`config.mk`:
```
export PLATFORM = sky130hd
export DESIGN_NAME = ultrasonic_echo_ranger_unit
export DESIGN_NICKNAME = d
export VERILOG_FILES = /design/src/sv/uer_pkg.sv /design/src/sv/ultrasonic_echo_ranger_unit.sv
export SDC_FILE = /design/constraint.sdc
export NUM_CORES = 1
export LEC_CHECK = 0
export ABC_AREA = 1
export BUFFER_PORTS_ARGS = -buffer_cell sky130_fd_sc_hd__buf_2
export CORE_ASPECT_RATIO = 2
export CORE_MARGIN = 2
export CORE_UTILIZATION = 35
export CTS_BUF_LIST = sky130_fd_sc_hd__clkbuf_8
export DETAILED_ROUTE_END_ITERATION = 6
export GPL_TIMING_DRIVEN = 1
export MAX_ROUTING_LAYER = met4
export PLACE_DENSITY = 0.48
export SLEW_MARGIN = 20
export SYNTH_ARGS = -nofsm -noshare
export SYNTH_HDL_FRONTEND = slang
export SYNTH_SLANG_ARGS = --single-unit
```
`constraint.sdc`:
```
create_clock -name i_clk -period 9.75 [get_ports i_clk]
set_clock_uncertainty 0.1 [all_clocks]
set_input_delay 0.4875 -clock i_clk [delete_from_list [all_inputs] [get_ports i_clk]]
set_output_delay 0.4875 -clock i_clk [all_outputs]
set_load 0.1 [all_outputs]
```
`src/sv/uer_pkg.sv`:
```
// ---------------------------------------------------------------------------
// uer_pkg: shared types and constants for the ultrasonic echo ranger
// Phase encoding, status codes and register indexes.
// ---------------------------------------------------------------------------
package uer_pkg;

    typedef enum logic [2:0] {
        PH_IDLE    = 3'd0,
        PH_SETTLE  = 3'd1,
        PH_PULSE   = 3'd2,
        PH_RISE    = 3'd3,
        PH_MEASURE = 3'd4
    } t_phase;

    typedef enum logic [1:0] {
        ST_OK            = 2'd0,
        ST_START_TIMEOUT = 2'd1,
        ST_END_TIMEOUT   = 2'd2
    } t_status;

    typedef enum logic [1:0] {
        REG_SETTLE_TICKS = 2'd0,
        REG_PULSE_TICKS  = 2'd1,
        REG_WAIT_LIMIT   = 2'd2,
        REG_SCALE_Q16    = 2'd3
    } t_reg_index;

    localparam logic [7:0]  SETTLE_RESET = 8'd2;
    localparam logic [7:0]  PULSE_RESET  = 8'd10;
    localparam logic [16:0] WAIT_RESET   = 17'd100000;
    localparam logic [15:0] SCALE_RESET  = 16'd1114;

    localparam logic [15:0] ECHO_OUT_MAX = 16'hFFFF;
    localparam logic [23:0] DIST_MAX     = 24'hFFFFFF;

endpackage

```
`src/sv/ultrasonic_echo_ranger_unit.sv`:
```
// ---------------------------------------------------------------------------
// ultrasonic_echo_ranger_unit: trigger/echo ranging controller
// The result beat of an accepted input beat is registered and valid in the next cycle.
// Throughput: one beat per cycle; a new beat is taken while the result
// register drains, so the only stall is downstream back-pressure.
// Reset (i_rst_n low, synchronous): phase idle, counters and last result
// cleared, configuration back to its defaults, no result pending.
// ---------------------------------------------------------------------------
module ultrasonic_echo_ranger_unit
    import uer_pkg::*;
#(
    parameter int ECHO_WIDTH = 16,
    parameter int WAIT_WIDTH = 17
) (
    input  logic        i_clk,
    input  logic        i_rst_n,
    // configuration write channel
    input  logic        i_cfg_valid,
    output logic        o_cfg_ready,
    input  logic [1:0]  i_cfg_index,
    input  logic [31:0] i_cfg_data,
    // input stream
    input  logic        s_axis_tvalid,
    output logic        s_axis_tready,
    input  logic [7:0]  s_axis_tdata,   // [0] tick, [1] start_req, [2] echo_level, [7:3] zero
    // result stream
    output logic        m_axis_tvalid,
    input  logic        m_axis_tready,
    output logic [47:0] m_axis_tdata    // [0] trigger_level, [1] busy_res, [2] done_res,
                                        // [4:3] status, [28:5] distance_q8,
                                        // [44:29] echo_ticks, [47:45] zero
);

    // Compare width covering both the phase counter and the 17-bit limit.
    localparam int CMP_W  = (WAIT_WIDTH > 17) ? WAIT_WIDTH : 17;
    // Echo count widened for the 16-bit saturation test.
    localparam int EXT_W  = (ECHO_WIDTH > 16) ? ECHO_WIDTH : 16;
    // Product of echo length and Q16 scale, then after the Q8 shift.
    localparam int PROD_W = ECHO_WIDTH + 16;
    localparam int SHR_W  = PROD_W - 8;
    localparam int DST_W  = (SHR_W > 24) ? SHR_W : 24;

    // Configuration registers
    logic [7:0]  r_settle_ticks;
    logic [7:0]  r_pulse_ticks;
    logic [16:0] r_wait_limit;
    logic [15:0] r_scale_q16;

    // Measurement state
    t_phase                  r_phase,       n_phase;
    logic [WAIT_WIDTH-1:0]   r_phase_count, n_phase_count;
    logic [ECHO_WIDTH-1:0]   r_echo_count,  n_echo_count;
    logic [1:0]              r_status,      n_status;
    logic [23:0]             r_distance,    n_distance;
    logic                    n_done;

    // Result register
    logic        r_out_valid;
    logic [47:0] r_out_data, n_out_data;

    logic w_accept;
    logic w_tick, w_start, w_echo;
    logic [WAIT_WIDTH-1:0] w_count_inc;
    logic [CMP_W-1:0]      w_inc_ext;
    logic [CMP_W-1:0]      w_cur_ext;
    logic [CMP_W-1:0]      w_wait_ext;
    logic [7:0]            w_lim;
    logic [PROD_W-1:0]     w_product;
    logic [DST_W-1:0]      w_dist_ext;
    logic [23:0]           w_dist_sat;
    logic [EXT_W-1:0]      w_echo_ext;
    logic [15:0]           w_echo_sat;

    // Configuration is taken every cycle; the host must write only while idle (not enforced here).
    assign o_cfg_ready = 1'b1;

    always_ff @(posedge i_clk) begin
        if (!i_rst_n) begin
            r_settle_ticks <= SETTLE_RESET;
            r_pulse_ticks  <= PULSE_RESET;
            r_wait_limit   <= WAIT_RESET;
            r_scale_q16    <= SCALE_RESET;
        end else if (i_cfg_valid) begin
            case (t_reg_index'(i_cfg_index))
                REG_SETTLE_TICKS: r_settle_ticks <= i_cfg_data[7:0];
                REG_PULSE_TICKS:  r_pulse_ticks  <= i_cfg_data[7:0];
                REG_WAIT_LIMIT:   r_wait_limit   <= i_cfg_data[16:0];
                REG_SCALE_Q16:    r_scale_q16    <= i_cfg_data[15:0];
                default:          r_scale_q16    <= r_scale_q16;
            endcase
        end
    end

    // Take a new beat whenever the result register is empty or draining.
    assign s_axis_tready = !r_out_valid || m_axis_tready;
    assign w_accept      = s_axis_tvalid && s_axis_tready;

    assign w_tick  = s_axis_tdata[0];
    assign w_start = s_axis_tdata[1];
    assign w_echo  = s_axis_tdata[2];

    // Shared counter increment and the widened operands for the limit tests.
    assign w_count_inc = r_phase_count + WAIT_WIDTH'(1);
    assign w_inc_ext   = CMP_W'(w_count_inc);
    assign w_cur_ext   = CMP_W'(r_phase_count);
    assign w_wait_ext  = CMP_W'(r_wait_limit);
    assign w_lim       = (r_phase == PH_SETTLE) ? r_settle_ticks : r_pulse_ticks;

    // Distance: echo length times Q16 scale, down to Q8, clamp at 24 bits.
    assign w_product  = PROD_W'(r_echo_count) * PROD_W'(r_scale_q16);
    assign w_dist_ext = DST_W'(w_product[PROD_W-1:8]);
    assign w_dist_sat = (w_dist_ext > DST_W'(DIST_MAX)) ? DIST_MAX : w_dist_ext[23:0];

    // Next-state logic for one accepted beat.
    always_comb begin
        n_phase       = r_phase;
        n_phase_count = r_phase_count;
        n_echo_count  = r_echo_count;
        n_status      = r_status;
        n_distance    = r_distance;
        n_done        = 1'b0;
        case (r_phase)
            PH_IDLE: begin
                if (w_start) begin
                    n_phase       = PH_SETTLE;
                    n_phase_count = '0;
                end
            end
            PH_SETTLE, PH_PULSE: begin
                // advance on a tick, move on once the count reaches the limit
                if ((w_tick ? w_inc_ext : w_cur_ext) >= CMP_W'(w_lim)) begin
                    n_phase       = (r_phase == PH_SETTLE) ? PH_PULSE : PH_RISE;
                    n_phase_count = '0;
                end else if (w_tick) begin
                    n_phase_count = w_count_inc;
                end
            end
            PH_RISE: begin
                if (w_echo) begin
                    n_phase       = PH_MEASURE;
                    n_phase_count = '0;
                    n_echo_count  = '0;
                end else if (w_tick) begin
                    n_phase_count = w_count_inc;
                    if (w_inc_ext >= w_wait_ext) begin
                        n_phase       = PH_IDLE;
                        n_phase_count = '0;
                        n_status      = ST_START_TIMEOUT;
                        n_distance    = '0;
                        n_done        = 1'b1;
                    end
                end
            end
            PH_MEASURE: begin
                if (!w_echo) begin
                    n_phase       = PH_IDLE;
                    n_phase_count = '0;
                    n_status      = ST_OK;
                    n_distance    = w_dist_sat;
                    n_done        = 1'b1;
                end else if (w_tick) begin
                    // hold the echo count at its ceiling
                    if (r_echo_count != '1) begin
                        n_echo_count = r_echo_count + ECHO_WIDTH'(1);
                    end
                    n_phase_count = w_count_inc;
                    if (w_inc_ext >= w_wait_ext) begin
                        n_phase       = PH_IDLE;
                        n_phase_count = '0;
                        n_status      = ST_END_TIMEOUT;
                        n_distance    = '0;
                        n_done        = 1'b1;
                    end
                end
            end
            default: begin
                n_phase       = PH_IDLE;
                n_phase_count = '0;
            end
        endcase
    end

    // Result fields describe the state after the step.
    assign w_echo_ext = EXT_W'(n_echo_count);
    assign w_echo_sat = (w_echo_ext > EXT_W'(ECHO_OUT_MAX)) ? ECHO_OUT_MAX
                                                            : w_echo_ext[15:0];

    always_comb begin
        n_out_data        = '0;
        n_out_data[0]     = (n_phase == PH_PULSE);
        n_out_data[1]     = (n_phase != PH_IDLE);
        n_out_data[2]     = n_done;
        n_out_data[4:3]   = n_status;
        n_out_data[28:5]  = n_distance;
        n_out_data[44:29] = w_echo_sat;
    end

    always_ff @(posedge i_clk) begin
        if (!i_rst_n) begin
            r_phase       <= PH_IDLE;
            r_phase_count <= '0;
            r_echo_count  <= '0;
            r_status      <= ST_OK;
            r_distance    <= '0;
        end else if (w_accept) begin
            r_phase       <= n_phase;
            r_phase_count <= n_phase_count;
            r_echo_count  <= n_echo_count;
            r_status      <= n_status;
            r_distance    <= n_distance;
        end
    end

    always_ff @(posedge i_clk) begin
        if (!i_rst_n) begin
            r_out_valid <= 1'b0;
        end else if (w_accept) begin
            r_out_valid <= 1'b1;
        end else if (m_axis_tready) begin
            r_out_valid <= 1'b0;
        end
    end

    // Payload register: load on accept, hold otherwise.
    always_ff @(posedge i_clk) begin
        if (w_accept) begin
            r_out_data <= n_out_data;
        end
    end

    assign m_axis_tvalid = r_out_valid;
    assign m_axis_tdata  = r_out_data;

endmodule

```
Yosys cells after proc, flatten, opt, wreduce, memory -nomap -nowiden
Cells that the tools add are included.

$add $sub $neg: 2. $mul: 1. Reduce and logical (&&, ||, !) cells: 13. $lt $le $gt $ge: 4. Equality and inequality tests: 10. Mux-type cells: 42.

Operators with widths (count): 2-to-1 mux 24 bit (5); 2-to-1 mux 17 bit (7); one-hot mux 17 bit (4 select lines) (1); 2-to-1 mux 16 bit (4); one-hot mux 24 bit (2 select lines) (1); multiplier 16 x 16 -> 32 bit (1); one-hot mux 16 bit (2 select lines) (1); greater-than comparator 24 bit, second input constant (1); 2-to-1 mux 3 bit (6); adder 17 x 1 -> 17 bit, second input constant (1); >= comparator 17 bit (1); >= comparator 17 x 8 -> 1 bit (1); adder 16 x 1 -> 16 bit, second input constant (1); greater-than comparator 16 bit, second input constant (1); inequality test 16 bit, second input constant (1); 2-to-1 mux 2 bit (6); one-hot mux 3 bit (4 select lines) (1); AND reduction 2 bit (5); equality test 3 x 2 -> 1 bit, second input constant (3); 2-to-1 mux 8 bit (1); 2-to-1 mux 1 bit (7); equality test 2 bit, second input constant (2); one-hot mux 2 bit (2 select lines) (1); equality test 3 x 1 -> 1 bit, second input constant (1); 12 further kinds (12).

Register bits after elaboration: 157. Output and inout port bits: 51. Input port bits: 47.

Longest topological paths before layout
Word-level depth: 7. Mapped depth: 32. Mapped depth without buffers: 30.

Least setup slack after synthesis
Ideal clock, no wire load.

Kind: reg2reg. Start: register r_echo_count[5]. End: register r_distance[16]. Stages on the path, launching flop included: 29. Arrival time: 5.677 ns. Slack: 3.860 ns. Required time: 9.536 ns. Period minus slack after synthesis: 5.890 ns. Library setup time: 0.114 ns. Path through: dfxtp_1 -> clkbuf_1 -> buf_1 -> nand2_1 -> fa_1 -> inv_1 -> fa_1 -> inv_1 -> fa_1 -> inv_1 -> fa_1 -> fa_1 -> inv_1 -> fa_1 -> inv_1 -> ha_1 -> nand2_1 -> nor2_1 -> inv_1 -> nor3_1 -> nand3_1 -> nand3_1 -> nand2_1 -> nand3_1 -> nand2_1 -> nand2_1 -> nand2_1 -> o21bai_1 -> inv_1.

Cells in the longest elaborated chain, start to end: 5.

Ends and longest elaborated chain: start: declaration (RTL line ultrasonic_echo_ranger_unit.sv:52) `logic [ECHO_WIDTH-1:0] r_echo_count, n_echo_count;`; start signal: assignment (RTL line ultrasonic_echo_ranger_unit.sv:208) `r_echo_count <= n_echo_count;`; multiplier 16 x 16 -> 32 bit (*) (RTL line ultrasonic_echo_ranger_unit.sv:110) `assign w_product = PROD_W'(r_echo_count) * PROD_W'(r_scale_q16);`; greater-than comparator 24 bit (RTL line ultrasonic_echo_ranger_unit.sv:112) `assign w_dist_sat = (w_dist_ext > DST_W'(DIST_MAX)) ? DIST_MAX : w_dist_ext[23:0];`; 2-to-1 mux 24 bit (*) (RTL line ultrasonic_echo_ranger_unit.sv:112); 2-to-1 mux 24 bit (*) (RTL line ultrasonic_echo_ranger_unit.sv:155) `if (!w_echo) begin`; one-hot mux 24 bit (2 select lines) (*) (RTL line ultrasonic_echo_ranger_unit.sv:122) `case (r_phase)`; net n_distance[16] (RTL line ultrasonic_echo_ranger_unit.sv:54) `logic [23:0] r_distance, n_distance;`; end signal: assignment (RTL line ultrasonic_echo_ranger_unit.sv:210) `r_distance <= n_distance;`; end: declaration (RTL line ultrasonic_echo_ranger_unit.sv:54).

Mark *: on every way through the listed nets, which the timed path passes. The rest lies on a longest branch. A chain may end at the register's enable or synchronous reset.

Worst setup path after layout
Start: register r_scale_q16[8]. End: register r_distance[11].

Cells in the longest elaborated chain, start to end: 5.

Ends and longest elaborated chain: start: declaration (RTL line ultrasonic_echo_ranger_unit.sv:47) `logic [15:0] r_scale_q16;`; start signal: assignment (RTL line ultrasonic_echo_ranger_unit.sv:88) `REG_SCALE_Q16: r_scale_q16 <= i_cfg_data[15:0];`; start signal: assignment (RTL line ultrasonic_echo_ranger_unit.sv:89) `default: r_scale_q16 <= r_scale_q16;`; multiplier 16 x 16 -> 32 bit (*) (RTL line ultrasonic_echo_ranger_unit.sv:110); greater-than comparator 24 bit (RTL line ultrasonic_echo_ranger_unit.sv:112); 2-to-1 mux 24 bit (*) (RTL line ultrasonic_echo_ranger_unit.sv:112); 2-to-1 mux 24 bit (*) (RTL line ultrasonic_echo_ranger_unit.sv:155); one-hot mux 24 bit (2 select lines) (*) (RTL line ultrasonic_echo_ranger_unit.sv:122); net n_distance[11] (RTL line ultrasonic_echo_ranger_unit.sv:54).

Marked as above.

==> metrics.md <==
| Metric | Value |
|---|---|
| Status | finished clean |
| CTS tree | built |
| Share of cells above drive strength 1 | 0.07801 |
| Ys Warns | 0 |
| I/O pin cnt | 98 |
| Ys async rst share | 0 |
| Die Y | 317.2 microns |
| Unrepaired setup endpoints after global routing | false |
| Post-CTS Hold Buffers | 0 |
| Worst EP arrival | 7.19 ns |
| Commonest non-fill, non-tap cells in the layout | nand2_1, inv_1, fa_1, nor2_1, ha_1 |
| ANT nets after route | 0 |
| Gpl congestion | 0.9363 |
| Worst VDD drop | 0.1227 mV |
| Detail Placement HPWL | 42200 microns |
| Critical path data required time | 10.09 ns |
| Avg Vias per Cell | 4.858 |
| Setup TNS | 0 ns |
| Die Width | 160.6 microns |
| Num CTS Buffers | 25 |
| Most common cell after layout, fill and taps aside | nand2_1 |
| Hold WC Path Type | primary input to flip-flop |
| Grt ovf | 0 |
| Clock transition at path regs | 0.09 ns |
| Syn_area_per_cell | 7.248 sq um |
| Slew Limit Fails | 0 |
| Post_cts resized | 0 |
| WS Path Type | flip-flop to flip-flop |
| Filler cells | 5160 |
| Max frequency | 0.1461 GHz |
| Worst-margin pin slew | 1.158 ns |
| Setup-failing EPs final | 0 |
| Initial Utilization | 0.3550 |
| Unique cell type count in the Yosys netlist | 49 |
| Total number of vias | 14750 |
| Standard-cell rows | 114 |
| Final Non-Filler Cells | 3036 |
| Leakage | 0.01017 uW |
| Hold Fails Final Rpt | 0 |
| Crit path time final | 6.844 ns |
| Antenna violations before repair | 1 |
| Core area | 48350 sq um |
| Final worst path period share | 0.7019 |
| Placed Cells incl. Taps | 3002 |
| Pin count of the biggest net entering global routing | 61 |
| Worst-Skew Late Latency | 0.54 ns |
| DRC viols | 0 |
| Number of synthesized register bits | 157 |
| Startpoint types | flip-flop |
| PD cells | 131.3 nW/um^2 |
| Port bufs | 73 |
| First-pass GRT wire length | 84370 microns |
| Synthesized netlist cell count | 2368 |
| Vias in the first global route | 15660 |
| Initial DRC count | 651 |
| Max Cap Viol | 0 |
| Drt total wl | 53730 microns |
| Max-slew headroom | 0.2271 |
| Clock Sinks | 157 |
| Synth Flop Type | dfxtp_1 |
| Wirelength per Cell | 17.70 microns |
| Clk buf depth | 3 |
| Full die area | 50940 sq um |
| Number of synthesized flops with an enable pin | 45 |
| Final net count | 2759 |
| H-tree levels | 4 |
| Area Overhead vs Synth | 7.888% |
| Mapped Area | 17160 sq um |
| Post CTS Setup Buffer Count | 0 |
| Worst Setup End Kind | flip-flop |
| TritonRoute pass-1 iters | 5 |
| Register area share after synthesis | 0.2094 |
| Crit path max fanout | 17 |
| Total track usage | 0.2250 |
| Clk root buf | clkbuf_8 |
state kept, by name, summed over array words and instances, names as in the netlist:
signal	count
r_scale_q16	16
r_pulse_ticks	8
m_axis_tvalid	1
r_phase_count	17
r_wait_limit	17
r_status	2
r_phase	3
m_axis_tdata	45
r_distance	24
r_settle_ticks	8
r_echo_count	16
cell type report:
type	count	area, sq um	area share
diodes	1	2.502	0.0001351
clock buffers	26	357.8	0.01932
clock inverters	7	55.05	0.002973
inverters	538	2021	0.1091
multi-input cells	1569	11120	0.6004
flip-flops and latches	157	3597	0.1943
well taps	638	798.3	0.04311
repair buffers	100	568.0	0.03068
through the flow:
step	utilization	total power [uW]	setup WS (ns)	hold WS [ns]	instance area (sq um)
floorplan	-	1607	3.860	0.3282	17170
global placement	0.3743	1920	2.817	0.3422	18100
detailed placement	0.3743	1928	2.806	0.3416	18100
CTS	0.3829	2477	2.749	0.01828	18510
global route	0.3830	2635	2.492	0.05041	18520
finish	0.3830	2431	2.906	0.06387	18520
per-layer routing:
metal | vias up | track usage | wire length [microns] | part of all wire
met3 | 138 | 0.02452 | 1473 | 0.027
li1 | 7154 | - | - | -
met1 | 7141 | 0.2083 | 18670 | 0.35
met2 | 317 | 0.4476 | 30880 | 0.57
met5 | - | - | 0 | 0
met4 | 0 | 0.1157 | 2703 | 0.050
worst max-delay path, stage by stage, from the launching register on:
cell	delay, ns
dfxtp_1	0.94
nand2_1	0.17
fa_1	0.54
inv_1	0.05
fa_1	0.50
inv_1	0.05
fa_1	0.48
inv_1	0.06
fa_1	0.55
fa_1	0.56
inv_1	0.06
fa_1	0.54
inv_1	0.04
ha_1	0.34
a21oi_1	0.33
o21ai_0	0.15
a21oi_1	0.15
nand2_1	0.22
nand2_1	0.12
nand2_1	0.09
o21ai_0	0.35
nand2_1	0.12
o21ai_0	0.17
inv_1	0.05
cells in the mapped netlist (2+ instances only):
master      n  area, sq um
o211ai_1   10        75.07
nor3_1     14        70.07
o21a_1      3        22.52
nand3_1    91        455.4
inv_2       3        11.26
xor2_1     10        87.58
clkinv_1    2        7.510
edfxtp_1   45         1351
nor2_1    182        683.2
o21bai_1    9        67.56
nand2_1   619         2323
o21ai_0   119        595.6
a21oi_2    10        87.58
o21ai_2     2        17.52
and2_1      2        12.51
o21ai_1     5        25.02
clkbuf_1   72        270.3
buf_2       9        45.04
a21o_1      5        37.54
nand4_1    12        75.07
or2_2       2        12.51
buf_4       6        45.04
buf_1      17        63.81
fa_1      193         3864
inv_1     533         2001
ha_1      128         1602
nor2_2      6        37.54
dfxtp_1   112         2242
nor2_4      3        33.78
mux2i_1     7        70.07
conb_1      2        7.510
nand2_2     6        37.54
nand3b_1    4        30.03
nand3_2    16        160.2
nor4_1      3        18.77
xnor2_1     5        43.79
a31oi_1     5        31.28
a21oi_1    85        425.4
power breakdown:
part	switching, uW	total (uW)	internal [uW]
Clock	257	525	268
Sequential	46.7	767	720
Combinational	799	1140	340
kinds of logic (layout without fill, tap and decap cells):
kind of cell | count (synthesis) | in the layout | synth area share
XOR/XNOR | 15 | 15 | 0.007654
AO/OA/AOI/OAI | 258 | 258 | 0.08332
buffers and inverters | 644 | 671 | 0.1442
other | 2 | 5 | 0.0004375
adder cells (fa/ha/maj) | 321 | 321 | 0.3184
multiplexers | 8 | 8 | 0.004738
AND/OR/NAND/NOR | 963 | 963 | 0.2319
flip-flops | 157 | 157 | 0.2094
worst paths after layout:
| path | slack, ns | depth (start not counted) | start | end |
|---|---|---|---|---|
| max | 2.91 | 23 | r_scale_q16[8] | r_distance[11] |
| min | 0.06 | 3 | i_cfg_data[16] | r_wait_limit[16] |
| max reg2reg | 2.91 | 23 | r_scale_q16[8] | r_distance[11] |
| min reg2reg | 0.36 | 2 | r_pulse_ticks[3] | r_pulse_ticks[3] |
No activity file was read; power rests on OpenSTA's default activity.
